### src/rtl/core/mse_pkg.sv
`timescale 1ns / 1ps
// mse_pkg: shared constants, types and codes for the mean and standard error unit
// depends on nothing
package mse_pkg;

  localparam int MAX_SAMPLES = 1024;
  localparam int ADDR_W = $clog2(MAX_SAMPLES);
  localparam int CNT_W  = $clog2(MAX_SAMPLES + 1);
  localparam int SUM_W  = 32 + CNT_W;
  localparam int DEV_W  = 48 + CNT_W;
  localparam int DEN_W  = 2 * CNT_W;
  localparam int DVD_W  = DEV_W + 16;
  localparam int STEP_W = $clog2(DVD_W + 1);
  localparam int SQ_STEPS = 32;
  localparam int REM_W  = 36;

  typedef enum logic [1:0] {
    KIND_ADD       = 2'd0,
    KIND_ADD_CLOSE = 2'd1,
    KIND_CLOSE     = 2'd2,
    KIND_NONE      = 2'd3
  } kind_e;

  typedef enum logic [1:0] {
    ST_OK     = 2'd0,
    ST_EMPTY  = 2'd1,
    ST_SINGLE = 2'd2,
    ST_DROP   = 2'd3
  } status_e;

  typedef enum logic [2:0] {
    BK_IDLE,
    BK_MEAN,
    BK_PASS,
    BK_VDIV,
    BK_SQRT,
    BK_OUT
  } bk_state_e;

  typedef struct packed {
    logic                    ovf;
    logic [CNT_W-1:0]        cnt;
    logic signed [SUM_W-1:0] sum;
  } job_t;

  typedef struct packed {
    logic pop;
    logic release_ram;
    logic ram_re;
    logic load_out;
  } bk_ctrl_t;

endpackage

### src/rtl/core/mse_fifo.sv
`timescale 1ns / 1ps
// mse_fifo: two-entry queue of closed-set jobs between front and back
// depends on mse_pkg
module mse_fifo (
  input  logic          clk_i,
  input  logic          rst_ni,
  input  logic          push_i,
  input  mse_pkg::job_t push_job_i,
  input  logic          pop_i,
  output mse_pkg::job_t head_o,
  output logic          empty_o,
  output logic          full_o
);

  mse_pkg::job_t slot_q [2];
  logic       wr_q, rd_q;
  logic [1:0] fill_q;

  always_ff @(posedge clk_i or negedge rst_ni) begin
    if (!rst_ni) begin
      wr_q   <= 1'b0;
      rd_q   <= 1'b0;
      fill_q <= 2'd0;
    end else begin
      if (push_i) begin
        wr_q <= ~wr_q;
      end
      if (pop_i) begin
        rd_q <= ~rd_q;
      end
      fill_q <= fill_q + {1'b0, push_i} - {1'b0, pop_i};
    end
  end

  always_ff @(posedge clk_i) begin
    if (push_i) begin
      slot_q[wr_q] <= push_job_i;
    end
  end

  assign head_o  = slot_q[rd_q];
  assign empty_o = (fill_q == 2'd0);
  assign full_o  = (fill_q == 2'd2);

endmodule

### config.mk
export PLATFORM = sky130hd
export DESIGN_NAME = mse_fifo
export DESIGN_NICKNAME = d
export VERILOG_FILES = /design/src/rtl/core/mse_pkg.sv /design/src/rtl/core/mse_fifo.sv
export SDC_FILE = /design/constraint.sdc
export NUM_CORES = 1
export LEC_CHECK = 0
export BUFFER_PORTS_ARGS = -buffer_cell sky130_fd_sc_hd__buf_2
export CORE_MARGIN = 1.5
export CORE_UTILIZATION = 31
export DETAILED_ROUTE_END_ITERATION = 6
export SETUP_SLACK_MARGIN = 0.5
export SLEW_MARGIN = 10
export SYNTH_ARGS = -nofsm -noshare
export SYNTH_HDL_FRONTEND = slang
export SYNTH_SLANG_ARGS = --single-unit
### constraint.sdc
create_clock -name clk_i -period 4.1 [get_ports clk_i]
set_clock_uncertainty 0.2 [all_clocks]
set_input_delay 0.41 -clock clk_i [delete_from_list [all_inputs] [get_ports clk_i]]
set_output_delay 0.41 -clock clk_i [all_outputs]
set_load 0.02 [all_outputs]
==> flow_summary.yaml, run 1 <==
pwr:
  swShare: 0.291
  p_clk_frac: 0.328
  power.internal_mw: 3.15
  cellLeakagePower_nw: 2.53
  p_sw_mw: 1.29
  comb_power_share: 0.276
  cellPowerDensity_mw_per_mm2: 708
  irDropWorstVdd_mv: 0.384
  p_seq_frac: 0.396
grt:
  track_usage: 0.113
  grt_pass1_vias: 2369
  antenna_found_initial: 0
  grt_first_pass_wirelength_um: 11900
  grt_max_degree: 57
  grt_overflow: 0
cts:
  clock_sinks: 114
  post_cts.repair.setup_buffers: 0
  clockBufferDepth: 2
  cts_root_buffer: "clkbuf_16"
  cts_resized: 0
  path_clk_slew_ns: 0.05
  clkLatencyLatePin_ns: 0.41
  htreeDepth: 4
  cts_tree: "built"
  cts_hold_buf: 57
  numCtsBuffers: 17
floorplanning:
  die_area_mm2: 0.0147
  die_h_um: 121
  top_level_ports: 116
  die_width_um: 121
  core_mm2: 0.0138
  initial_core_util: 0.314
  rows: 43
critical_path:
  path_max_fanout: 56
  r2r_slack_ns: 1.99
  crit_required_ns: 3.49
  path_class: "flip-flop to primary output"
  r2r_end: "slot_q[1][12]"
  cp-startpoint: "rd_q"
  r2r_cells: 2
  cp-end-kind: "primary output"
  r2r_start: "wr_q"
  crit_path_start_kind: "flip-flop"
  cp.arrival_ns: 2.12
drt:
  wire_per_inst_um: 13.8
  drc: 0
  via_per_inst: 4.13
  drt_iter0_markers: 123
  drt_first_pass_iters: 4
  vias: 2339
  ant_nets: 0
  routed_wl_um: 7810
sta:
  final-hold-violation-count: 0
  setup_viol: 0
  slew_headroom: 0.320
  min_period_over_period: 0.665
  fmax_mhz: 367
  drv_slew: 0
  finalCriticalPeriod_ns: 2.73
  rsz0062_at_grt: "false"
  worst_pin_slew_ns: 1.02
  setup_slack_ns: 1.37
  setup_tns_ns: 0
logic_synthesis:
  netlist_area_mm2: 0.00433
  synthFlopType: "edfxtp_1"
  yosys.area.top_type_share: 0.763
  ys_seq_area_frac: 0.786
  avgSynthCellArea_um2: 23.3
  synth_top_area_cell: "edfxtp_1"
  synthCells: 186
  synth_most_common_cell: "edfxtp_1"
  ys_seq_elements: 114
  ys_top_cells_by_count: "edfxtp_1 (110), mux2_4 (40), mux2_2 (15)"
  synth_edf_count: 110
  synthTopCellsByArea: "edfxtp_1 (76%), mux2_4 (14%), mux2_2 (3.9%)"
  async_reset_ff_frac: 0.0351
  syn_nets: 247
  yosys_warnings: 0
  synth.distinct_cells: 13
final_layout:
  nNetsFinal: 434
  diodes: 0
  layout-drive-gt1-share: 0.531
  fill_cells: 1226
  seqCellArea_mm2: 0.00341
  area_growth_pct: 44.9
  multi_input_comb_area_um2: 867
job:
  drv_cap: 0
placed_design:
  portBuffers: 115
  gp_congestion: 0.622
  dp_hpwl_um: 4550
  preCtsSetupSlack_ns: 1.77
worst_hold_path:
  min-delay-start: "push_i"
  whs_path_depth: 2
  hold_path_end: "wr_q"
  hold_class: "primary input to flip-flop"
run_status:
  outcome: "finished clean"
## worst max path at each step
| stage | endpoint | slack [ns] |
|---|---|---|
| after floorplan | slot_q[0][0] | 0.57 |
| after global placement | head_o[4] | 1.80 |
| after detailed placement | head_o[4] | 1.77 |
| after CTS | head_o[4] | 1.31 |
| after global routing | head_o[4] | 1.25 |
| final | head_o[1] | 1.37 |
## through the flow
step,hold slack [ns],power [mW],std cells,util,cell area (um^2)
after floorplan,-0.0856,2.64,186,-,4330
after CTS,0.00277,4.52,566,0.456,6280
final,0.0253,4.44,566,0.456,6280
after detailed placement,0.0241,3.00,477,0.371,5110
after global routing,0.0229,4.66,566,0.456,6280
after global placement,0.0206,2.97,477,0.371,5110
## placed cells by master (no fill, tap or decap), drive strengths merged
master | synthesis | routed
dlygate4sd3 | 0 | 57
nor2 | 1 | 1
clkinv | 0 | 6
ha | 2 | 2
clkinvlp | 0 | 2
dfrtp | 4 | 4
clkbuf | 0 | 21
bufinv | 0 | 3
xor3 | 1 | 1
and2 | 1 | 1
mux2 | 55 | 55
nor2b | 2 | 2
edfxtp | 110 | 110
inv | 2 | 2
buf | 6 | 117
xor2 | 2 | 2
## critical path, cell delays in order (launching register included)
cell,delay (ns)
dfrtp_4,1.10
mux2_2,0.42
buf_2,0.16
## per-layer routing
layer  up-vias  GRT usage  part of all wire  wire length, um
li1       1109          -                 -                -
met1      1140      0.126              0.42             3240
met2        77      0.182              0.51             3980
met3        13     0.0526             0.059              457
met4         0     0.0529             0.017              131
met5         -          0                 0                0
## state kept, by name, indices dropped and copies added, names as in the netlist
signal  count
rd_q        1
wr_q        1
slot_q    110
fill_q      2
## power groups by stage
stage / clock [mW] / combinational, mW / sequential (mW)
after global routing: 1.54 / 1.32 / 1.80
final: 1.46 / 1.23 / 1.76
after CTS: 1.50 / 1.25 / 1.77
after floorplan: 0 / 1.01 / 1.63
after global placement: 0 / 1.20 / 1.78
after detailed placement: 0 / 1.21 / 1.79
## layout make-up
type                       count  area share
inverter                       2     0.00120
multi-input combinational     64       0.138
timing repair buffer         174       0.187
tap                          180      0.0359
clock buffer                  21      0.0734
sequential                   114       0.543
clock inverter                11      0.0215
## cells by family after synthesis
| logic type | count (synthesis) | synth area share |
|---|---|---|
| and+or+nand+nor | 4 | 0.00520 |
| xor gates and xnor gates | 3 | 0.00953 |
| DFF | 114 | 0.786 |
| buffers and inverters | 8 | 0.0159 |
| adders and majority gates | 2 | 0.00578 |
| muxes | 55 | 0.178 |
No activity file was read; power rests on OpenSTA's default activity.
==> run 2: changes to the inputs <==
--- a/config.mk
+++ b/config.mk
@@ -5,6 +5,7 @@
 export SDC_FILE = /design/constraint.sdc
 export NUM_CORES = 1
 export LEC_CHECK = 0
+export ABC_AREA = 1
 export BUFFER_PORTS_ARGS = -buffer_cell sky130_fd_sc_hd__buf_2
 export CORE_MARGIN = 1.5
 export CORE_UTILIZATION = 31
==> constraint.sdc (replaced) <==
create_clock -name clk_i -period 2.8 [get_ports clk_i]
set_clock_uncertainty 0.2 [all_clocks]
set_input_delay 0.28 -clock clk_i [delete_from_list [all_inputs] [get_ports clk_i]]
set_output_delay 0.28 -clock clk_i [all_outputs]
set_load 0.02 [all_outputs]
==> run 2 against run 1 <==
Count of clock-buffer cells in the layout fell by 3. Total power rose by 50%. Largest cell class unchanged. Final cell count up 22%. Non-clock buffer count rose by 7. Design area grew 0.64%. Sequential power up 38%.
==> flow_summary.yaml, run 2 <==
run_status:
  outcome: "finished clean"
drt:
  drt_iter0_markers: 190
  via_per_inst: 4.12
  routed_wl_um: 9060
  ant_nets: 0
  wire_per_inst_um: 13.1
  drc: 0
  vias: 2837
  drt_first_pass_iters: 4
sta:
  rsz0062_at_grt: "false"
  slew_headroom: 0.659
  finalCriticalPeriod_ns: 2.20
  setup_tns_ns: 0
  setup_viol: 0
  worst_pin_slew_ns: 0.511
  min_period_over_period: 0.784
  fmax_mhz: 456
  final-hold-violation-count: 0
  timing.hold.ws_ns: 0.340
  drv_slew: 0
floorplanning:
  rows: 42
  die_area_mm2: 0.0146
  die_h_um: 121
  die_width_um: 121
  core_mm2: 0.0134
  top_level_ports: 116
  initial_core_util: 0.322
grt:
  antenna_found_initial: 0
  track_usage: 0.130
  grt_max_degree: 41
  grt_overflow: 0
  grt_first_pass_wirelength_um: 13800
  grt_pass1_vias: 2861
logic_synthesis:
  synth.distinct_cells: 13
  async_reset_ff_frac: 0.0351
  synthTopCellsByArea: "edfxtp_1 (77%), inv_1 (5.4%), nand2_1 (5.3%)"
  synthFlopType: "edfxtp_1"
  yosys.area.top_type_share: 0.765
  avgSynthCellArea_um2: 13.8
  ys_top_cells_by_count: "edfxtp_1 (110), inv_1 (62), nand2_1 (61)"
  synth_most_common_cell: "edfxtp_1"
  synth_top_area_cell: "edfxtp_1"
  synthCells: 312
  netlist_area_mm2: 0.00432
  ys_seq_area_frac: 0.789
  syn_nets: 373
  synth_edf_count: 110
  ys_seq_elements: 114
  yosys_warnings: 0
final_layout:
  final_common_cell: "buf_2"
  most-common-layout-cells: "buf_2 (115), edfxtp_1 (110), inv_1 (61), nand2_1 (61), dlygate4sd3_1 (59)"
  nNetsFinal: 561
  finish.utilization: 0.471
  fin_cells: 689
  layout-drive-gt1-share: 0.296
  regMostFlops: "slot_q"
  largest_reg_flops: 110
  diodes: 0
  reg_top3: "slot_q (110), fill_q (2)"
  area_growth_pct: 46.4
placed_design:
  dp_hpwl_um: 5140
  place_inst: 596
  gp_congestion: 0.668
  portBuffers: 115
critical_path:
  path_class: "flip-flop to primary output"
  crit_path_start_kind: "flip-flop"
  crit_chain: "buf_4 > o21ai_0 > buf_2"
  cp-end-kind: "primary output"
  critical-path-top-delay-family: "flip-flops"
  worst-path-buf-inv: 2
  cpPeakStageDelay_ns: 0.62
  slowest_stage: "dfrtp_4"
  cp.arrival_ns: 1.72
  path_max_fanout: 22
  crit_required_ns: 2.32
job:
  drv_cap: 0
cts:
  cts_root_buffer: "clkbuf_16"
  cts_tree: "built"
  path_clk_slew_ns: 0.05
  clock_sinks: 114
  clockBufferDepth: 2
  htreeDepth: 4
  clkLatencyLatePin_ns: 0.40
  numCtsBuffers: 17
pwr:
  total_power_mw: 6.67
  cellLeakagePower_nw: 2.71
  irDropWorstVdd_mv: 0.574
  cellPowerDensity_mw_per_mm2: 1060
worst_hold_path:
  hold_class: "flip-flop to flip-flop"
## run 2: cell types whose count changed after synthesis, moves of 2 or more
cell	change
buf_6	+4
clkbuf_1	+2
inv_1	+60
mux2_2	-15
mux2_4	-40
nand2_1	+61
nor2_1	+2
nor2b_1	-2
o21ai_0	+45
o21ai_1	+10
## run 2: cell families (layout without fill, tap and decap cells)
logic type                 Yosys count  after routing  share of synthesized area
AOI/OAI and AO/OA                   55             55                     0.0638
xor gates and xnor gates             2              2                    0.00406
adders and majority gates            2              2                    0.00580
buffers and inverters               74            275                     0.0809
DFF                                114            114                      0.789
and+or+nand+nor                     65             65                     0.0568
## run 2: stage by stage
stage / setup slack [ns] / area [um^2]
after floorplan: 0.651 / 4320
after global placement: 0.733 / 5060
after detailed placement: 0.655 / 5060
after CTS: 0.557 / 6320
after global routing: 0.504 / 6320
final: 0.605 / 6320
## run 2: worst reg2reg max path: stages, from the launching register on
cell and delay [ns]:
dfrtp_1 0.41, nand2_1 0.10, inv_2 0.40, buf_12 0.31
## run 2: area by class of cell
cell class | instances | area, um^2
Multi-Input combinational cell | 124 | 571
Inverter | 62 | 233
Fill cell | 1199 | 7080
Timing Repair Buffer | 181 | 1260
Clock buffer | 18 | 429
Clock inverter | 14 | 193
Sequential cell | 114 | 3410
Tap cell | 176 | 220
## run 2: power breakdown
part	switching, mW	internal [mW]	leakage (nW)
logic	1.33	0.655	1.33
clock network	0.701	1.55	0.303
registers	0.153	2.28	1.08
total	2.19	4.48	2.71
## run 2: metal layers
layer  up-vias  share of wire  track usage  wire, um
met5         -              0            0         0
met4         0          0.013       0.0596       122
met3        11          0.046       0.0465       416
met2        68           0.52        0.225      4670
met1      1332           0.43        0.143      3850
li1       1426              -            -         -
## run 2: worst paths after layout
kind / start / end / slack [ns] / cells after the start
worst max register to register: wr_q / slot_q[1][22] / 1.06 / 3
worst min register to register: wr_q / wr_q / 0.34 / 1
min in group asynchronous: rst_ni / fill_q[1] / 0.59 / 3
max in group asynchronous: rst_ni / rd_q / 1.61 / 3
worst min-delay path: wr_q / wr_q / 0.34 / 1
worst max-delay path: rd_q / head_o[45] / 0.60 / 3
## run 2: repair_timing
item | in CTS | in global routing
hold endpoints to repair | 117 | 0
gates resized for setup | 0 | 0
endpoints found under the setup margin | 29 | 0
setup buffers | 2 | 0
hold buffers | 59 | 0
