--- config.mk ---
export PLATFORM = sky130hd
export DESIGN_NAME = mse_back_flat
export DESIGN_NICKNAME = d
export VERILOG_FILES = /design/src/rtl/core/mse_pkg.sv /design/src/rtl/core/mse_if.sv /design/src/rtl/core/mse_back.sv /design/src/flat_wrapper.sv
export SDC_FILE = /design/constraint.sdc
export NUM_CORES = 2
export LEC_CHECK = 0
export BUFFER_PORTS_ARGS = -buffer_cell sky130_fd_sc_hd__buf_4
export CAP_MARGIN = 20
export CORE_MARGIN = 2
export CORE_UTILIZATION = 55
export DETAILED_ROUTE_END_ITERATION = 8
export GPL_TIMING_DRIVEN = 0
export HOLD_SLACK_MARGIN = 0.05
export PLACE_DENSITY = 0.72
export SLEW_MARGIN = 20
export SYNTH_ARGS = -nofsm -noshare
export SYNTH_HDL_FRONTEND = slang
export SYNTH_SLANG_ARGS = --single-unit
--- constraint.sdc ---
create_clock -name clk_i -period 18.5 [get_ports clk_i]
set_clock_uncertainty 0.1 [all_clocks]
set_input_delay 2.775 -clock clk_i [delete_from_list [all_inputs] [get_ports clk_i]]
set_output_delay 2.775 -clock clk_i [all_outputs]
set_load 0.01 [all_outputs]
--- src/rtl/core/mse_pkg.sv ---
`timescale 1ns / 1ps
// mse_pkg: shared constants, types and codes for the mean and standard error unit
// depends on nothing
package mse_pkg;

  localparam int MAX_SAMPLES = 1024;
  localparam int ADDR_W = $clog2(MAX_SAMPLES);
  localparam int CNT_W  = $clog2(MAX_SAMPLES + 1);
  localparam int SUM_W  = 32 + CNT_W;
  localparam int DEV_W  = 48 + CNT_W;
  localparam int DEN_W  = 2 * CNT_W;
  localparam int DVD_W  = DEV_W + 16;
  localparam int STEP_W = $clog2(DVD_W + 1);
  localparam int SQ_STEPS = 32;
  localparam int REM_W  = 36;

  typedef enum logic [1:0] {
    KIND_ADD       = 2'd0,
    KIND_ADD_CLOSE = 2'd1,
    KIND_CLOSE     = 2'd2,
    KIND_NONE      = 2'd3
  } kind_e;

  typedef enum logic [1:0] {
    ST_OK     = 2'd0,
    ST_EMPTY  = 2'd1,
    ST_SINGLE = 2'd2,
    ST_DROP   = 2'd3
  } status_e;

  typedef enum logic [2:0] {
    BK_IDLE,
    BK_MEAN,
    BK_PASS,
    BK_VDIV,
    BK_SQRT,
    BK_OUT
  } bk_state_e;

  typedef struct packed {
    logic                    ovf;
    logic [CNT_W-1:0]        cnt;
    logic signed [SUM_W-1:0] sum;
  } job_t;

  typedef struct packed {
    logic pop;
    logic release_ram;
    logic ram_re;
    logic load_out;
  } bk_ctrl_t;

endpackage

--- src/rtl/core/mse_if.sv ---


interface mse_out_if;
  logic               valid;
  logic               ready;
  logic signed [31:0] mean;
  logic [31:0]        std_error;
  logic [1:0]         status;
  modport source (output valid, mean, std_error, status, input ready);
  modport sink (input valid, mean, std_error, status, output ready);
endinterface

--- src/rtl/core/mse_back.sv ---
`timescale 1ns / 1ps
// mse_back: per job mean divide, deviation pass over the store, variance divide,
// square root and result register; depends on mse_pkg, mse_if
module mse_back (
  input  logic                       clk_i,
  input  logic                       rst_ni,
  input  logic                       q_empty_i,
  input  mse_pkg::job_t              job_i,
  output mse_pkg::bk_ctrl_t          ctrl_o,
  output logic [mse_pkg::ADDR_W-1:0] ram_raddr_o,
  input  logic [31:0]                ram_rdata_i,
  mse_out_if.source                  out_o
);

  localparam int DVD_W = mse_pkg::DVD_W;
  localparam int DEN_W = mse_pkg::DEN_W;
  localparam int CNT_W = mse_pkg::CNT_W;

  mse_pkg::bk_state_e state_q, state_d;
  mse_pkg::bk_ctrl_t  ctrl;

  logic [CNT_W-1:0]          n_q, iss_q;
  logic                      neg_q, ovf_q;
  logic [DEN_W-1:0]          den_q, dvs_q;
  logic [DVD_W-1:0]          dvd_q;
  logic [DEN_W-1:0]          drem_q;
  logic [mse_pkg::STEP_W-1:0] step_q;
  logic signed [31:0]        mean_q;
  logic [31:0]               err_q;
  logic [1:0]                st_q;
  logic                      v1_q, v2_q;
  logic [63:0]               prod_q;
  logic [mse_pkg::DEV_W-1:0] dev_q;
  logic [63:0]               x_q;
  logic [31:0]               root_q;
  logic [mse_pkg::REM_W-1:0] srem_q;
  logic                      out_valid_q;
  logic signed [31:0]        out_mean_q;
  logic [31:0]               out_err_q;
  logic [1:0]                out_st_q;

  logic [DEN_W:0]            dtry;
  logic                      dbit;
  logic [DEN_W-1:0]          drem_n;
  logic [DVD_W-1:0]          dvd_n;
  logic [mse_pkg::REM_W-1:0] stry, strial, srem_n;
  logic [31:0]               root_n;
  logic                      sbit;
  logic                      last_step, pass_done;
  logic [mse_pkg::SUM_W-1:0] mag;
  logic signed [32:0]        diff;
  logic [31:0]               absd;
  logic [48:0]               sq;
  logic [31:0]               qmean;

  // one restoring divide step
  always_comb begin
    dtry   = {drem_q, dvd_q[DVD_W-1]};
    dbit   = dtry >= {1'b0, dvs_q};
    drem_n = dbit ? DEN_W'(dtry - {1'b0, dvs_q}) : dtry[DEN_W-1:0];
    dvd_n  = {dvd_q[DVD_W-2:0], dbit};
  end

  // one square root step, two radicand bits
  always_comb begin
    stry   = {srem_q[mse_pkg::REM_W-3:0], x_q[63:62]};
    strial = {{(mse_pkg::REM_W-34){1'b0}}, root_q, 2'b01};
    sbit   = stry >= strial;
    srem_n = sbit ? stry - strial : stry;
    root_n = {root_q[30:0], sbit};
  end

  assign last_step = (step_q == mse_pkg::STEP_W'(1));
  assign pass_done = (iss_q == n_q) && !v1_q && !v2_q;
  assign mag       = job_i.sum[mse_pkg::SUM_W-1] ? mse_pkg::SUM_W'(-job_i.sum)
                                                  : mse_pkg::SUM_W'(job_i.sum);
  assign qmean     = dvd_n[31:0];
  assign diff      = 33'(signed'(ram_rdata_i)) - 33'(mean_q);
  assign absd      = diff[32] ? 32'(-diff) : diff[31:0];
  assign sq        = 49'((65'(prod_q) + 65'h8000) >> 16);

  always_comb begin
    state_d = state_q;
    case (state_q)
      mse_pkg::BK_IDLE: begin
        if (!q_empty_i) begin
          state_d = (job_i.cnt == '0) ? mse_pkg::BK_OUT : mse_pkg::BK_MEAN;
        end
      end
      mse_pkg::BK_MEAN: begin
        if (last_step) begin
          state_d = mse_pkg::BK_PASS;
        end
      end
      mse_pkg::BK_PASS: begin
        if (pass_done) begin
          state_d = (n_q == CNT_W'(1)) ? mse_pkg::BK_OUT : mse_pkg::BK_VDIV;
        end
      end
      mse_pkg::BK_VDIV: begin
        if (last_step) begin
          state_d = (dvd_n[DVD_W-1:64] != '0) ? mse_pkg::BK_OUT : mse_pkg::BK_SQRT;
        end
      end
      mse_pkg::BK_SQRT: begin
        if (last_step) begin
          state_d = mse_pkg::BK_OUT;
        end
      end
      mse_pkg::BK_OUT: begin
        if (!out_valid_q || out_o.ready) begin
          state_d = mse_pkg::BK_IDLE;
        end
      end
      default: state_d = mse_pkg::BK_IDLE;
    endcase
  end

  always_comb begin
    ctrl = '0;
    case (state_q)
      mse_pkg::BK_IDLE: begin
        ctrl.pop         = !q_empty_i;
        ctrl.release_ram = !q_empty_i && (job_i.cnt == '0);
      end
      mse_pkg::BK_PASS: begin
        ctrl.ram_re      = iss_q != n_q;
        ctrl.release_ram = pass_done;
      end
      mse_pkg::BK_OUT: begin
        ctrl.load_out = !out_valid_q || out_o.ready;
      end
      default: ctrl = '0;
    endcase
  end

  assign ctrl_o      = ctrl;
  assign ram_raddr_o = iss_q[mse_pkg::ADDR_W-1:0];

  always_ff @(posedge clk_i or negedge rst_ni) begin
    if (!rst_ni) begin
      state_q     <= mse_pkg::BK_IDLE;
      out_valid_q <= 1'b0;
      v1_q        <= 1'b0;
      v2_q        <= 1'b0;
    end else begin
      state_q <= state_d;
      v1_q    <= ctrl.ram_re;
      v2_q    <= v1_q;
      if (ctrl.load_out) begin
        out_valid_q <= 1'b1;
      end else if (out_o.ready) begin
        out_valid_q <= 1'b0;
      end
    end
  end

  always_ff @(posedge clk_i) begin
    if (v1_q) begin
      prod_q <= 64'(absd) * 64'(absd);
    end
    if (v2_q) begin
      dev_q <= dev_q + mse_pkg::DEV_W'(sq);
    end
    if (ctrl.ram_re) begin
      iss_q <= iss_q + CNT_W'(1);
    end
    if (ctrl.load_out) begin
      out_mean_q <= mean_q;
      out_err_q  <= err_q;
      out_st_q   <= st_q;
    end
    case (state_q)
      mse_pkg::BK_IDLE: begin
        n_q    <= job_i.cnt;
        neg_q  <= job_i.sum[mse_pkg::SUM_W-1];
        ovf_q  <= job_i.ovf;
        den_q  <= DEN_W'(job_i.cnt) * DEN_W'(job_i.cnt - CNT_W'(1));
        dvs_q  <= DEN_W'(job_i.cnt);
        dvd_q  <= DVD_W'(mag + mse_pkg::SUM_W'(job_i.cnt >> 1));
        drem_q <= '0;
        step_q <= mse_pkg::STEP_W'(DVD_W);
        mean_q <= '0;
        err_q  <= 32'h0001_0000;
        st_q   <= mse_pkg::ST_EMPTY;
      end
      mse_pkg::BK_MEAN: begin
        dvd_q  <= dvd_n;
        drem_q <= drem_n;
        step_q <= step_q - mse_pkg::STEP_W'(1);
        if (last_step) begin
          mean_q <= neg_q ? -signed'(qmean) : signed'(qmean);
          iss_q  <= '0;
          dev_q  <= '0;
        end
      end
      mse_pkg::BK_PASS: begin
        if (pass_done) begin
          dvd_q  <= {dev_q, 16'h0000};
          dvs_q  <= den_q;
          drem_q <= '0;
          step_q <= mse_pkg::STEP_W'(DVD_W);
          err_q  <= 32'hFFFF_FFFF;
          st_q   <= (n_q == CNT_W'(1)) ? mse_pkg::ST_SINGLE
                  : (ovf_q ? mse_pkg::ST_DROP : mse_pkg::ST_OK);
        end
      end
      mse_pkg::BK_VDIV: begin
        dvd_q  <= dvd_n;
        drem_q <= drem_n;
        if (last_step) begin
          x_q    <= dvd_n[63:0];
          root_q <= '0;
          srem_q <= '0;
          step_q <= mse_pkg::STEP_W'(mse_pkg::SQ_STEPS);
        end else begin
          step_q <= step_q - mse_pkg::STEP_W'(1);
        end
      end
      mse_pkg::BK_SQRT: begin
        x_q    <= {x_q[61:0], 2'b00};
        root_q <= root_n;
        srem_q <= srem_n;
        step_q <= step_q - mse_pkg::STEP_W'(1);
        if (last_step) begin
          // round to nearest, saturate on carry out
          if (srem_n > mse_pkg::REM_W'(root_n)) begin
            err_q <= (root_n == 32'hFFFF_FFFF) ? 32'hFFFF_FFFF : root_n + 32'd1;
          end else begin
            err_q <= root_n;
          end
        end
      end
      default: begin
      end
    endcase
  end

  assign out_o.valid     = out_valid_q;
  assign out_o.mean      = out_mean_q;
  assign out_o.std_error = out_err_q;
  assign out_o.status    = out_st_q;

endmodule

--- src/flat_wrapper.sv ---
// flat-port wrapper written by rule: the top's interface ports become plain ports
module mse_back_flat 
  (clk_i, rst_ni, q_empty_i, job_i, ctrl_o, ram_raddr_o, ram_rdata_i, out_o_valid, out_o_mean, out_o_std_error, out_o_status, out_o_ready);
  mse_out_if out_o_i ();
  input  logic clk_i;
  input  logic rst_ni;
  input  logic q_empty_i;
  input  mse_pkg::job_t job_i;
  output mse_pkg::bk_ctrl_t ctrl_o;
  output logic [mse_pkg::ADDR_W-1:0] ram_raddr_o;
  input  logic [31:0] ram_rdata_i;
  output wire logic [$bits(out_o_i.valid)-1:0] out_o_valid;
  output wire logic [$bits(out_o_i.mean)-1:0] out_o_mean;
  output wire logic [$bits(out_o_i.std_error)-1:0] out_o_std_error;
  output wire logic [$bits(out_o_i.status)-1:0] out_o_status;
  input wire logic [$bits(out_o_i.ready)-1:0] out_o_ready;
  assign out_o_valid = out_o_i.valid;
  assign out_o_mean = out_o_i.mean;
  assign out_o_std_error = out_o_i.std_error;
  assign out_o_status = out_o_i.status;
  assign out_o_i.ready = out_o_ready;
  mse_back u_core (.clk_i(clk_i), .rst_ni(rst_ni), .q_empty_i(q_empty_i), .job_i(job_i), .ctrl_o(ctrl_o), .ram_raddr_o(ram_raddr_o), .ram_rdata_i(ram_rdata_i), .out_o(out_o_i));
endmodule
==> metrics.txt <==
pin count of the biggest net entering global routing 35; cts repair resizes 0; synthesis warning total 0; setup repair after global routing missed its margin false; pre-CTS WS 1270 ps; CTS tree done; R2R setup slack 3430 ps; RD Place Congestion 1.02; largest cells by area after synthesis fa_1 27%, edfxtp_1 21%, ha_1 9.6%, inv_1 7.5%, nand2_1 4.0%; fin nets 9,021; Max stage delay on crit path 970 ps; fin crit period 16,850 ps; non-filler cells, final 9,164; max-cap violations 0; CP required 18,780 ps; delay-heaviest family, CP adder cells; antenna violations before repair 14; die width 355 um; first-pass GRT wire length 310 mm; Hold Crit Depth 0; Hold Crit Class flip-flop to flip-flop; commonest non-fill, non-tap cell in the layout inv_1; Synth top area share 27.5%; number of synthesized flops with an enable pin 471; DRC 0; Synth Flop Type edfxtp_1; placed insts 9,049; PortBufs 168; most used cell, CP fa_1; vias per inst 5.75; CP Buf/Inv Count 10; setup TNS 0 ps; r2r worst-path depth 40; Synth Register Bits 547; GRT overflow 0; commonest non-fill, non-tap cells in the layout 1,358 x inv_1, 929 x fa_1, 715 x nand2_1, 610 x nor2_1, 520 x ha_1; dpl hpwl 165 mm; post-synth cell types 88; average wire per standard cell 21.9 um; Tcrit/Tclk final 91.1%; post-route ant nets 0; I/O pin total 172; Async S/R FF share, synth 1.10%; number of setup buffers added after CTS 0; post-synthesis area per instance 9.40 um2; critical-path maximum fanout 10; number of global-route vias before repair 53,600; Placement Rows 128; post-route cell area 73,700 um2; headroom to the max-slew limit 18.1%; DP Area 71,700 um2; Cells after Synth 7,198; Hold Vio Cnt, Final 0; Fmax 59.3 MHz; Least-Margin Pin Slew 1230 ps; worst-skew pair later-pin latency 640 ps; sequential fraction of the synthesis area 23.2%; clk sink count 547; run status finished, final reports clean; Root Buffer Master clkbuf_16; setup violators final 0; Area growth syn-to-layout 8.93%; Tot GR Track Use 32.2%; CP max-delay cell clkbuf_1; final worst slack 1650 ps; crit path kind input pin to flip-flop; DRT Pass-1 Iters 7; htree depth 2; fraction of layout cells with a size suffix above 1 5.54%; Die H 355 um; Routed WL 201 mm; CP Launch Type input pin; CP Capture Type flip-flop; CP arrival 17,130 ps; Max Root-Sink Buffers 3; Synth Cell Area 67,700 um2; CTS Hold Buffers Added 0; drt initial violations 4,912; Clk pin slew, worst setup/hold paths 70 ps; Die ar. 126,000 um2; Synth area leader fa_1; Core Area 122,000 um2; Starting Density 55.5%; routed vias 52,700; cts bufs inserted 55; Slew Viols, Final 0; Levels on crit path 42
-- area by class of cell --
class / instances / area (um2)
antenna: 11 / 27.5
multi-input combinational: 5056 / 46100
buffer: 256 / 1040
clock buffer: 69 / 1500
inverter: 1372 / 5150
sequential: 547 / 15700
clock inverter: 35 / 459
tap: 1625 / 2030
fill: 10500 / 48200
timing repair buffer: 193 / 1710
-- worst paths after layout --
check	from	end
min in group asynchronous	rst_ni	u_core.state_q[0]$_DFFE_PN0P_
hold reg to reg	u_core.err_q[18]$_SDFFCE_PN0P_	u_core.out_o.std_error[18]$_DFFE_PP_
setup / recovery	ram_rdata_i[0]	u_core.prod_q[60]$_DFFE_PP_
hold / removal	u_core.err_q[18]$_SDFFCE_PN0P_	u_core.out_o.std_error[18]$_DFFE_PP_
max in group asynchronous	rst_ni	u_core.v1_q$_DFF_PN0_
setup reg to reg	u_core.mean_q[0]$_SDFFCE_PN0P_	u_core.prod_q[60]$_DFFE_PP_
-- Yosys cell counts, drive strengths merged, types with 46 or more instances --
| cell | n |
|---|---|
| fa | 929 |
| a21o | 150 |
| mux2i | 54 |
| nand4 | 64 |
| o31ai | 46 |
| and2 | 58 |
| nand3 | 111 |
| clkbuf | 202 |
| buf | 54 |
| edfxtp | 471 |
| nand2b | 101 |
| nor2b | 80 |
| xor2 | 179 |
| a21oi | 267 |
| dfxtp | 70 |
| nor3 | 69 |
| ha | 520 |
| o21bai | 47 |
| nor2 | 614 |
| inv | 1366 |
| nand2 | 717 |
| xnor2 | 271 |
| o21ai | 226 |
-- worst reg2reg max path: cells and delay by family (launching register included) --
family                     cells  cell delay [ps]
adders and majority gates     11             5260
AOI/OAI and AO/OA             16             4690
buffers and inverters          8             2900
xor gates and xnor gates       2              900
and+or+nand+nor                3              530
DFF                            1              450
-- per-stage QoR --
| step | util [%] | hold slack (ps) |
|---|---|---|
| floorplan | - | 300 |
| global placement | 58.3 | 302 |
| detailed placement | 58.8 | 305 |
| CTS | 60.4 | 319 |
| global route | 60.5 | 324 |
| finish | 60.5 | 313 |
-- sequential cells by signal, indices dropped and copies added (netlist names), 32 cells and up --
name                    cells
u_core.prod_q              49
u_core.out_o.mean          32
u_core.mean_q              32
u_core.root_q              32
u_core.err_q               32
u_core.out_o.std_error     32
u_core.dvd_q               75
u_core.srem_q              34
u_core.x_q                 64
u_core.dev_q               59
-- layer usage --
layer,wire length [um],track usage (%)
met1,83000,44.9
met2,90100,50.3
met3,19700,6.73
met4,7870,10.7
met5,54,0
-- logic make-up (layout without fill, tap and decap cells) --
| family | count (synthesis) | after routing | share of synthesized area, % |
|---|---|---|---|
| AO/OA/AOI/OAI | 1055 | 1055 | 10.2 |
| XOR/XNOR | 450 | 450 | 5.88 |
| adder cells (fa/ha/maj) | 1449 | 1449 | 37.1 |
| buffers and inverters | 1628 | 1925 | 9.13 |
| flip-flops | 547 | 547 | 23.2 |
| multiplexers | 68 | 68 | 1.03 |
| other | 2 | 46 | 0.0111 |
| AND/OR/NAND/NOR | 1999 | 1999 | 13.5 |
Power is not shown: default switching activity piles up to over one toggle a cycle in this logic, so the estimate is an artifact.
