<file path="src/rtl/core/mse_pkg.sv">
`timescale 1ns / 1ps
// mse_pkg: shared constants, types and codes for the mean and standard error unit
// depends on nothing
package mse_pkg;

  localparam int MAX_SAMPLES = 1024;
  localparam int ADDR_W = $clog2(MAX_SAMPLES);
  localparam int CNT_W  = $clog2(MAX_SAMPLES + 1);
  localparam int SUM_W  = 32 + CNT_W;
  localparam int DEV_W  = 48 + CNT_W;
  localparam int DEN_W  = 2 * CNT_W;
  localparam int DVD_W  = DEV_W + 16;
  localparam int STEP_W = $clog2(DVD_W + 1);
  localparam int SQ_STEPS = 32;
  localparam int REM_W  = 36;

  typedef enum logic [1:0] {
    KIND_ADD       = 2'd0,
    KIND_ADD_CLOSE = 2'd1,
    KIND_CLOSE     = 2'd2,
    KIND_NONE      = 2'd3
  } kind_e;

  typedef enum logic [1:0] {
    ST_OK     = 2'd0,
    ST_EMPTY  = 2'd1,
    ST_SINGLE = 2'd2,
    ST_DROP   = 2'd3
  } status_e;

  typedef enum logic [2:0] {
    BK_IDLE,
    BK_MEAN,
    BK_PASS,
    BK_VDIV,
    BK_SQRT,
    BK_OUT
  } bk_state_e;

  typedef struct packed {
    logic                    ovf;
    logic [CNT_W-1:0]        cnt;
    logic signed [SUM_W-1:0] sum;
  } job_t;

  typedef struct packed {
    logic pop;
    logic release_ram;
    logic ram_re;
    logic load_out;
  } bk_ctrl_t;

endpackage

</file>
<file path="src/rtl/core/mse_if.sv">
`timescale 1ns / 1ps
// mse_in_if / mse_out_if: valid-ready channels for sample beats and result beats
// depends on nothing
interface mse_in_if;
  logic              valid;
  logic              ready;
  logic [1:0]        kind;
  logic signed [31:0] sample;
  modport source (output valid, kind, sample, input ready);
  modport sink (input valid, kind, sample, output ready);
endinterface


</file>
<file path="src/rtl/core/mse_front.sv">
`timescale 1ns / 1ps
// mse_front: takes sample beats, writes the store, keeps count, sum and drop flag
// depends on mse_pkg, mse_if
module mse_front (
  input  logic                        clk_i,
  input  logic                        rst_ni,
  mse_in_if.sink                      in_i,
  input  logic                        q_full_i,
  input  logic                        release_i,
  output logic                        push_o,
  output mse_pkg::job_t               push_job_o,
  output logic                        ram_we_o,
  output logic [mse_pkg::ADDR_W-1:0]  ram_waddr_o,
  output logic [31:0]                 ram_wdata_o
);

  logic [mse_pkg::CNT_W-1:0]        count_q, count_d;
  logic signed [mse_pkg::SUM_W-1:0] sum_q, sum_d;
  logic                             ovf_q, ovf_d;
  logic                             lock_q;
  logic                             accept, is_add, is_close, room, take;

  assign in_i.ready = !lock_q && !q_full_i;
  assign accept     = in_i.valid && in_i.ready;
  assign is_add     = (in_i.kind == mse_pkg::KIND_ADD) || (in_i.kind == mse_pkg::KIND_ADD_CLOSE);
  assign is_close   = (in_i.kind == mse_pkg::KIND_ADD_CLOSE) || (in_i.kind == mse_pkg::KIND_CLOSE);
  assign room       = count_q < mse_pkg::CNT_W'(mse_pkg::MAX_SAMPLES);
  assign take       = accept && is_add && room;

  always_comb begin
    count_d = count_q + mse_pkg::CNT_W'(take);
    sum_d   = take ? sum_q + mse_pkg::SUM_W'(in_i.sample) : sum_q;
    ovf_d   = ovf_q || (accept && is_add && !room);
  end

  assign push_o          = accept && is_close;
  assign push_job_o.ovf  = ovf_d;
  assign push_job_o.cnt  = count_d;
  assign push_job_o.sum  = sum_d;
  assign ram_we_o        = take;
  assign ram_waddr_o     = count_q[mse_pkg::ADDR_W-1:0];
  assign ram_wdata_o     = in_i.sample;

  always_ff @(posedge clk_i or negedge rst_ni) begin
    if (!rst_ni) begin
      count_q <= '0;
      sum_q   <= '0;
      ovf_q   <= 1'b0;
      lock_q  <= 1'b0;
    end else begin
      if (push_o) begin
        count_q <= '0;
        sum_q   <= '0;
        ovf_q   <= 1'b0;
        lock_q  <= 1'b1;
      end else begin
        count_q <= count_d;
        sum_q   <= sum_d;
        ovf_q   <= ovf_d;
        if (release_i) begin
          lock_q <= 1'b0;
        end
      end
    end
  end

endmodule

</file>
<file path="src/flat_wrapper.sv">
// flat-port wrapper written by rule: the top's interface ports become plain ports
module mse_front_flat 
  (clk_i, rst_ni, q_full_i, release_i, push_o, push_job_o, ram_we_o, ram_waddr_o, ram_wdata_o, in_i_valid, in_i_kind, in_i_sample, in_i_ready);
  mse_in_if in_i_i ();
  input  logic clk_i;
  input  logic rst_ni;
  input  logic q_full_i;
  input  logic release_i;
  output logic push_o;
  output mse_pkg::job_t push_job_o;
  output logic ram_we_o;
  output logic [mse_pkg::ADDR_W-1:0] ram_waddr_o;
  output logic [31:0] ram_wdata_o;
  input wire logic [$bits(in_i_i.valid)-1:0] in_i_valid;
  input wire logic [$bits(in_i_i.kind)-1:0] in_i_kind;
  input wire logic [$bits(in_i_i.sample)-1:0] in_i_sample;
  output wire logic [$bits(in_i_i.ready)-1:0] in_i_ready;
  assign in_i_i.valid = in_i_valid;
  assign in_i_i.kind = in_i_kind;
  assign in_i_i.sample = in_i_sample;
  assign in_i_ready = in_i_i.ready;
  mse_front u_core (.clk_i(clk_i), .rst_ni(rst_ni), .in_i(in_i_i), .q_full_i(q_full_i), .release_i(release_i), .push_o(push_o), .push_job_o(push_job_o), .ram_we_o(ram_we_o), .ram_waddr_o(ram_waddr_o), .ram_wdata_o(ram_wdata_o));
endmodule
</file>
<file path="config.mk">
export PLATFORM = sky130hd
export DESIGN_NAME = mse_front_flat
export DESIGN_NICKNAME = d
export VERILOG_FILES = /design/src/rtl/core/mse_pkg.sv /design/src/rtl/core/mse_if.sv /design/src/rtl/core/mse_front.sv /design/src/flat_wrapper.sv
export SDC_FILE = /design/constraint.sdc
export NUM_CORES = 1
export LEC_CHECK = 0
export BUFFER_PORTS_ARGS = -buffer_cell sky130_fd_sc_hd__buf_2
export CAP_MARGIN = 0
export CORE_UTILIZATION = 55
export DETAILED_ROUTE_END_ITERATION = 8
export PLACE_DENSITY_LB_ADDON = 0.15
export SETUP_SLACK_MARGIN = 0.2
export SYNTH_ARGS = -nofsm -noshare
export SYNTH_HDL_FRONTEND = slang
export SYNTH_SLANG_ARGS = --single-unit
</file>
<file path="constraint.sdc">
create_clock -name clk_i -period 5 [get_ports clk_i]
set_input_delay 0.25 -clock clk_i [delete_from_list [all_inputs] [get_ports clk_i]]
set_output_delay 0.25 -clock clk_i [all_outputs]
set_load 0.01 [all_outputs]
</file>
==> results by stage, run 1 <==
Status:
- The run finished with clean final reports.

Drt:
- The wire length per cell after detailed routing is 14.3 µm.
- The count of antenna-violating nets left after detailed routing is 0.
- Before antenna repair, the detailed router went through 5 iterations.
- After detailed routing, the number of remaining DRC violations is 0.
- Dividing the detail-routed via count by the number of cells gives 5.57.
- Summing over every cut layer, the via total after detailed routing is 4871.
- After the first detailed-routing iteration, the DRC count stood at 173.
- After detailed routing, the total wire length is 12500 µm.

Layout:
- The fraction of layout instances using a drive strength above 1 is 0.236.
- The post-route standard cell area excluding fillers is 0.00579 mm².
- The number of antenna diodes in the final layout is 0.
- The final net count is 830.
- Relative to the synthesized area, the layout overhead comes to 10.2%.
- The fill cell total of the finished layout is 893.

CTS:
- Once the clock tree was built, the setup fixing pass inserted 0 buffers.
- The H-tree was split into 2 levels.
- The post-CTS resize count is 0.
- The number of buffers created by CTS is 5.
- The total of hold buffers inserted after clock tree synthesis is 0.
- Clock-pin slew was measured on the worst setup and hold paths at 0.12 ns.
- The cell at the root of the clock tree is clkbuf_8.
- The clock tree from TritonCTS is built.
- The clock insertion delay at the later pin of the skew report is 0.32 ns.
- CTS saw 56 sinks.
- The clock passes through at most 2 buffers.

Synth:
- The total of flip-flops plus latches after synthesis is 56.
- After technology mapping, the gate count stands at 665.
- Synthesis instantiated 55 different standard cells from the library.
- The most common cell in the synthesized netlist is nand2_1.
- The synthesized-area fraction occupied by adder cells is 0.113.
- The synthesized design contains 0 enable-type register cells.
- The area fraction in compound gates after synthesis is 0.220.
- The mux cell area share after synthesis is 0.0172.
- Sorting the synthesized cells by area gives the leading types as dfrtp_1 27%, ha_1 11%, nand2_1 6.9%, a21oi_1 6.7%, buf_4 6.2%.
- The area share of the leading cell type in the synthesized netlist is 0.267.
- Of the total synthesized cell area, the portion taken by XOR and XNOR cells is 0.0684.
- The cell area after synthesis is 0.00525 mm².
- The number of nets in the synthesized netlist is 751.
- Sorting the synthesized cells by how often they occur yields 97 x nand2_1, 70 x a21oi_1, 56 x dfrtp_1, 46 x ha_1.
- The number of synthesis warnings is 0.
- After synthesis, the largest family of logic cells by area is compound AO/OA/AOI/OAI gates.
- The share of synthesized area occupied by flip-flops and latches is 0.267.
- The async set-reset flop share out of synthesis is 1.00.
- The biggest area contributor in the post-synthesis netlist is dfrtp_1.
- The area share of and/or/nand/nor cells after synthesis is 0.215.
- The average cell area after synthesis is 7.89 µm².
- Among all flip-flop cells after synthesis, the most frequent one is dfrtp_1.

Worst setup path:
- The type of element launching the critical path is a flop.
- The reg-to-reg setup timing slack is 1.99 ns.
- The number of cells on the worst reg-to-reg path is 12.
- The nature of the critical path endpoint is an output port.
- For the worst setup path, the data required time is 4.75 ns.
- The worst register-to-register path ends at u_core.sum_q[32].
- At the worst endpoint, the arrival time is 3.22 ns.
- The startpoint identified for the worst register-to-register timing path is u_core.sum_q[0].
- Along the worst path, the maximum fanout reaches 4.
- The category of the critical setup timing path is flop to output port.

Global route:
- The via count of the first global-routing pass came to 4478.
- The total global routing track utilization is 0.255.
- After global routing the overflow that remains totals 0.
- Entering global routing, the biggest net connects 70 pins.
- The wire length of the first global-routing pass is 20700 µm.
- The initial antenna violation count came to 0.

Pwr:
- The portion of total power attributed to the clock network is 0.091.
- For this design the static power due to leakage is 3.00 nW.
- The power dissipated by switching net loads is 0.00146 W.
- The power per standard cell area is 520 mW/mm².
- The fraction of power consumed by sequential logic is 0.234.
- The design draws 0.00301 W.
- The share of power burned in combinational logic is 0.675.
- Of the total power, the share spent switching nets is 0.486.
- Internal power comes to 0.00154 W.
- The maximum vdd drop is 248 µV.

STA:
- Of the available clock period, the critical path in the final layout requires 0.695.
- The worst-margin pin slew is 0.746 ns.
- The worst hold slack is 0.0488 ns.
- In the final timing run, aggregate negative setup slack is 0 ns.
- The count of endpoints failing hold in the final timing report is 0.
- The number of pins exceeding their max-slew limit in the final report is 0.
- Derived from the worst setup path, the maximum achievable clock frequency is 0.288 GHz.
- The worst path needs 3.47 ns of the cycle, external delays included.
- Setup repair after global routing left no endpoint under its margin.
- The worst max-slew margin expressed relative to the limit is 0.503.
- The count of final setup violators is 0.
- The setup skew after layout is 0.0154 ns.

Die:
- Measured along the y axis, the die boundary spans 99.7 µm.
- The floorplan row count is 35.
- For this configuration, the core starts out at a cell density of 0.568.
- In this run the horizontal extent of the chip is 99.7 µm.
- The area of the die is 0.00994 mm².
- The total area inside the core boundary comes to 0.00924 mm².
- For this design the top-level I/O count stands at 139.

Hold path:
- In this run the worst hold path is classified as primary input to async pin.

Place:
- The placed instance area is 0.00569 mm².
- Buffers placed on the I/O ports in this run total 138.
- The final weighted congestion of routability-driven global placement is 0.943.
- The estimated wirelength of the detail-placed design is 9400 µm.

Run:
- Across the run, the number of max-cap violations was 0.
cells in the final DEF, fill, tap and decap left out, types with 9 or more instances in the layout:
cell type,instances
nand4_1,18
o21ai_0,43
buf_2,138
xnor2_1,25
inv_1,18
a21o_1,16
a21oi_1,70
ha_1,46
nand2_1,97
dfrtp_1,56
nor2_1,37
xor2_1,16
nor3_1,9
and2_1,41
nand3_1,18
how the worst max path moves through the flow:
| stage | start | endpoint | slack, ns |
|---|---|---|---|
| 3_3_place_gp | in_i_sample[0] | push_job_o[32] | 1.95 |
| 5_1_grt | u_core.sum_q[0] | push_job_o[32] | 1.26 |
| 3_5_place_dp | u_core.sum_q[0] | push_job_o[32] | 1.90 |
| 2_1_floorplan | u_core.lock_q | push_job_o[53] | 2.08 |
| 4_1_cts | u_core.sum_q[0] | push_job_o[32] | 1.48 |
| 6_report | u_core.sum_q[0] | push_job_o[32] | 1.53 |
through the flow:
| step | setup slack (ns) | cells | utilization |
|---|---|---|---|
| 4_1_cts | 1.48 | 874 | 0.626 |
| 3_5_place_dp | 1.90 | 866 | 0.616 |
| 6_report | 1.53 | 874 | 0.626 |
| 2_1_floorplan | 2.08 | 665 | - |
| 3_3_place_gp | 1.95 | 866 | 0.616 |
| 5_1_grt | 1.26 | 874 | 0.626 |
area by class of cell:
class	count	area, µm²	share of cell area
clock inverters	3	25.0	0.00433
inverters	20	75.1	0.0130
well taps	129	161	0.0279
repair buffers	142	721	0.125
flip-flops and latches	56	1400	0.242
clock buffers	5	68.8	0.0119
multi-input cells	519	3330	0.576
power by group through the flow:
stage          Combinational (W)  Clock, W  Sequential (W)
2_1_floorplan            0.00155         0        0.000686
3_3_place_gp             0.00199         0        0.000704
3_5_place_dp             0.00201         0        0.000712
4_1_cts                  0.00202  0.000284        0.000702
5_1_grt                  0.00227  0.000302        0.000721
6_report                 0.00203  0.000274        0.000703
kinds of logic (layout without fill, tap and decap cells):
| group | count (synthesis) | in the layout |
|---|---|---|
| fa+ha+maj | 47 | 47 |
| simple gates | 239 | 239 |
| compound gates | 184 | 184 |
| buf+inv | 90 | 170 |
| flops | 56 | 56 |
| mux | 8 | 8 |
| xor+xnor | 41 | 41 |
sequential cells by signal, summed over array words and instances (netlist names):
name            count
u_core.count_q     11
u_core.ovf_q        1
u_core.sum_q       43
u_core.lock_q       1
critical path, cell delays in order, from the launching register on:
cell and delay [ns]:
dfrtp_1 0.37, ha_1 0.17, inv_1 0.06, fa_1 0.39, nand2b_1 0.19, a21oi_2 0.18
o21ai_2 0.12, o41ai_2 0.42, a21oi_1 0.17, o31ai_2 0.27, xor2_1 0.12, mux2_2 0.29
buf_2 0.14
layer usage:
metal | global-route usage | share of wire
met1 | 0.346 | 0.47
met2 | 0.435 | 0.48
met3 | 0.0344 | 0.052
met4 | 0.0509 | 0.0075
met5 | 0 | 0
Note: power is estimated with default switching activity, not from simulation.
==> inputs of run 2 (changes only) <==
Settings changed: CORE_UTILIZATION 55 to 54.
Clock period 5 ns to 3.65 ns, I/O delays scaled along.
==> run 2 against run 1 <==
  * Clock skew is 0.0085 ns lower
  * Core utilization is 0.36 points lower
  * Sequential cell count stayed put
  * Non-clock buffer count is 2 higher
  * Sequential share of layout area is 0.089 points lower
  * Critical endpoint is now push_job_o[34]
  * Highest routed layer unchanged
==> results by stage, run 2 (synthesis results as in run 1) <==
Layout:
- The final net count is 832 (+0.24%).
- The post-route standard cell area excluding fillers was 0.00581 mm² (+0.37%).
- The fraction of layout instances using a drive strength above 1 came to 0.237 (+0.000706).
- The number of diodes is 0 (unchanged).
- The flip-flop count of the largest register after layout was 43 (unchanged).
- Leaving out fill and tap cells, the most frequent cell in the layout is buf_2.
- The library cells used most frequently in the layout, excluding fill and tap cells, are 138 x buf_2, 97 x nand2_1, 69 x a21oi_1.
- Relative to the synthesized area, the layout overhead comes to 10.6%.
- The largest registers in the layout are u_core.sum_q (43), u_core.count_q (11).
- The register bank with the most flops is u_core.sum_q.

STA:
- Timing would allow up to 0.305 GHz.
- The number of pins exceeding their max-slew limit in the final report was 0 (unchanged).
- The setup skew after layout came to 0.00682 ns (-0.00855 ns).
- Setup repair after global routing could not meet its margin everywhere.
- The worst max-slew margin expressed relative to the limit was 0.518 (+0.0154).
- The count of final setup violators is 0 (unchanged).
- The total negative slack for setup checks was 0 ns (unchanged).
- The smallest clock period supported by the final layout is computed as 3.28 ns.
- The final critical-path setup slack is 0.374 ns (-1.15 ns).
- The worst-margin pin slew is 0.718 ns (-0.0275 ns).
- The count of endpoints failing hold in the final timing report is 0 (unchanged).
- Of the available clock period, the critical path in the final layout requires 0.897.

Hold path:
- The depth of the worst hold-timing path is 4.
- The hold-critical path endpoint is u_core.sum_q[0].
- The path class of the tightest hold or removal check is primary input to flop.
- The hold path startpoint is in_i_sample[0].

Drt:
- The count of antenna-violating nets left after detailed routing came to 0 (unchanged).
- The number of DRC violations after detailed-routing iteration 0 is 129 (-25%).
- The detailed-router iteration count before antenna repair is 4 (-1).
- The count of unresolved DRC violations after routing is 0 (unchanged).
- The number of vias in the routed layout is 4806 (-1.3%).
- The routed wire length came to 12600 µm (+0.97%).
- The wire length per cell after detailed routing came to 14.4 µm (+0.74%).
- The via-per-instance ratio came to 5.49 (-1.6%).

Global route:
- The wire length of the first global-routing pass is 20900 µm (+0.90%).
- The via count of the first global-routing pass came to 4505 (+0.60%).
- The total global routing track utilization is 0.259 (+0.00360).
- The largest net degree at the start of global routing is 69 (-1.4%).
- The initial antenna violation count is 0 (unchanged).
- The global-route congestion overflow total was 0 (unchanged).

Worst setup path:
- The worst register-to-register path ends at u_core.sum_q[42].
- The buffers plus inverters on the worst setup path is 2 (unchanged).
- The worst register-to-register path begins at u_core.sum_q[0].
- The worst setup path is launched from a flop.
- The cell count of the worst reg-to-reg path came to 12 (unchanged).
- The critical path goes through ha_1, inv_1, fa_1, nand2b_1, a21oi_2, o21ai_0, nand3_1, o21a_2, o211ai_1, nand2_1, xor2_1, mux2_2, buf_2.
- The category of the critical setup timing path is flop to output port.
- The worst setup path is captured at an output port.
- The arrival time at the worst endpoint is 3.09 ns (-0.13 ns).
- The stage delay of the slowest cell on the critical path is 0.40 ns (-0.02 ns).
- The worst-path maximum fanout is 5 (+1).
- The data required time at the worst endpoint is 3.47 ns (-1.28 ns).
- The reg-to-reg setup timing slack was 0.89 ns (-1.10 ns).
- The gate family responsible for the most delay along the worst path is compound AO/OA/AOI/OAI gates.
- The slowest stage cell on the critical path is dfrtp_1.

Place:
- The placement-stage worst setup slack came to 0.678 ns (-1.23 ns).
- The placed instance area is 0.00569 mm² (unchanged).
- The final weighted congestion of routability-driven global placement is 0.913 (-3.2%).
- The count of buffers inserted at the top-level ports was 138 (unchanged).
- The estimated wirelength of the detail-placed design is 9690 µm (+3.1%).

Run:
- The count of maximum capacitance violations was 0 (unchanged).

Pwr:
- The power per standard cell area came to 709 mW/mm² (+36%).
- The final total power is 0.00412 W (+37%).
- The maximum vdd drop is 258 µV (+4.3%).
- The static leakage power came to 3.01 nW (+0.39%).

Status:
- The run finished with clean final reports.

Die:
- The floorplan row count is 35 (unchanged).
- The number of primary I/O pins came to 139 (unchanged).
- The area of the die is 0.0101 mm² (+1.8%).
- The area of the core is 0.00933 mm² (+0.95%).
- The die span in x came to 101 µm (+0.90%).
- The starting density of the core was 0.563 (-0.00533).
- The vertical die dimension is 101 µm (+0.90%).

CTS:
- The cell at the root of the clock tree is clkbuf_8.
- The clock-pin slew on the worst setup and hold paths is 0.11 ns (about the same).
- The clock tree from TritonCTS is built.
- The maximum number of buffers from clock root to sink came to 2 (unchanged).
- The number of setup buffers added after CTS came to 0 (unchanged).
- The clock net sink count is 56 (unchanged).
- The number of buffers created by CTS is 5 (unchanged).
- The clock insertion delay at the later pin of the skew report is 0.33 ns (about the same).
- The count of H-tree levels built during CTS is 2 (unchanged).
run 2: changes by cell type in the layout (fill, tap and decap cells not counted), sizes merged:
cell         previous run  this run
dlygate4sd3             0         2
clkinvlp                1         0
clkinv                  2         4
inv                    20        19
run 2: timing repair:
| item | CTS | global route |
|---|---|---|
| hold buffers | 2 | 0 |
| hold endpoints to repair | 24 | 0 |
| resized for setup | 0 | 1 |
| endpoints found under the setup margin | 0 | 3 |
run 2: how the worst max path moves through the flow:
stage | startpoint | cells after the start | slack (ns) | end
after global routing | u_core.sum_q[0] | 13 | 0.20 | push_job_o[34]
after detailed placement | u_core.sum_q[0] | 12 | 0.68 | push_job_o[32]
after floorplan | u_core.lock_q | 13 | 0.75 | u_core.count_q[10]
after CTS | u_core.sum_q[0] | 12 | 0.30 | push_job_o[32]
final | u_core.sum_q[0] | 13 | 0.37 | push_job_o[34]
after global placement | u_core.sum_q[0] | 12 | 0.71 | push_job_o[32]
run 2: area by class of cell:
type	count	area, µm²
Clock buffer	5	68.8
Clock inverter	3	22.5
Fill cell	881	3520
Inverter	20	75.1
Multi-Input combinational cell	519	3340
Sequential cell	56	1400
Tap cell	129	161
Timing Repair Buffer	144	741
run 2: worst min-delay path: cells and delay by family:
family                   cells  cell delay [ns]
adder cells (fa/ha/maj)      1             0.12
AO/OA/AOI/OAI                1             0.11
AND/OR/NAND/NOR              1             0.06
buffers and inverters        1             0.10
run 2: report_power, final:
| group | internal, W | switching (W) | total [W] |
|---|---|---|---|
| registers | 0.000833 | 0.000134 | 0.000967 |
| clock network | 0.000138 | 0.000231 | 0.000370 |
| logic | 0.00114 | 0.00164 | 0.00278 |
run 2: through the flow:
step / hold slack, ns / instances / utilization
after detailed placement: 0.213 / 866 / 0.610
after global placement: 0.204 / 866 / 0.610
after floorplan: -0.113 / 665 / -
after CTS: 0.266 / 876 / 0.622
final: 0.282 / 876 / 0.623
after global routing: 0.331 / 876 / 0.623
run 2: layer usage:
metal	track usage	routed length, µm	share of wire
met5	0	0	0
met4	0.0769	246	0.019
met3	0.0465	686	0.054
met2	0.424	5680	0.45
met1	0.350	6030	0.48
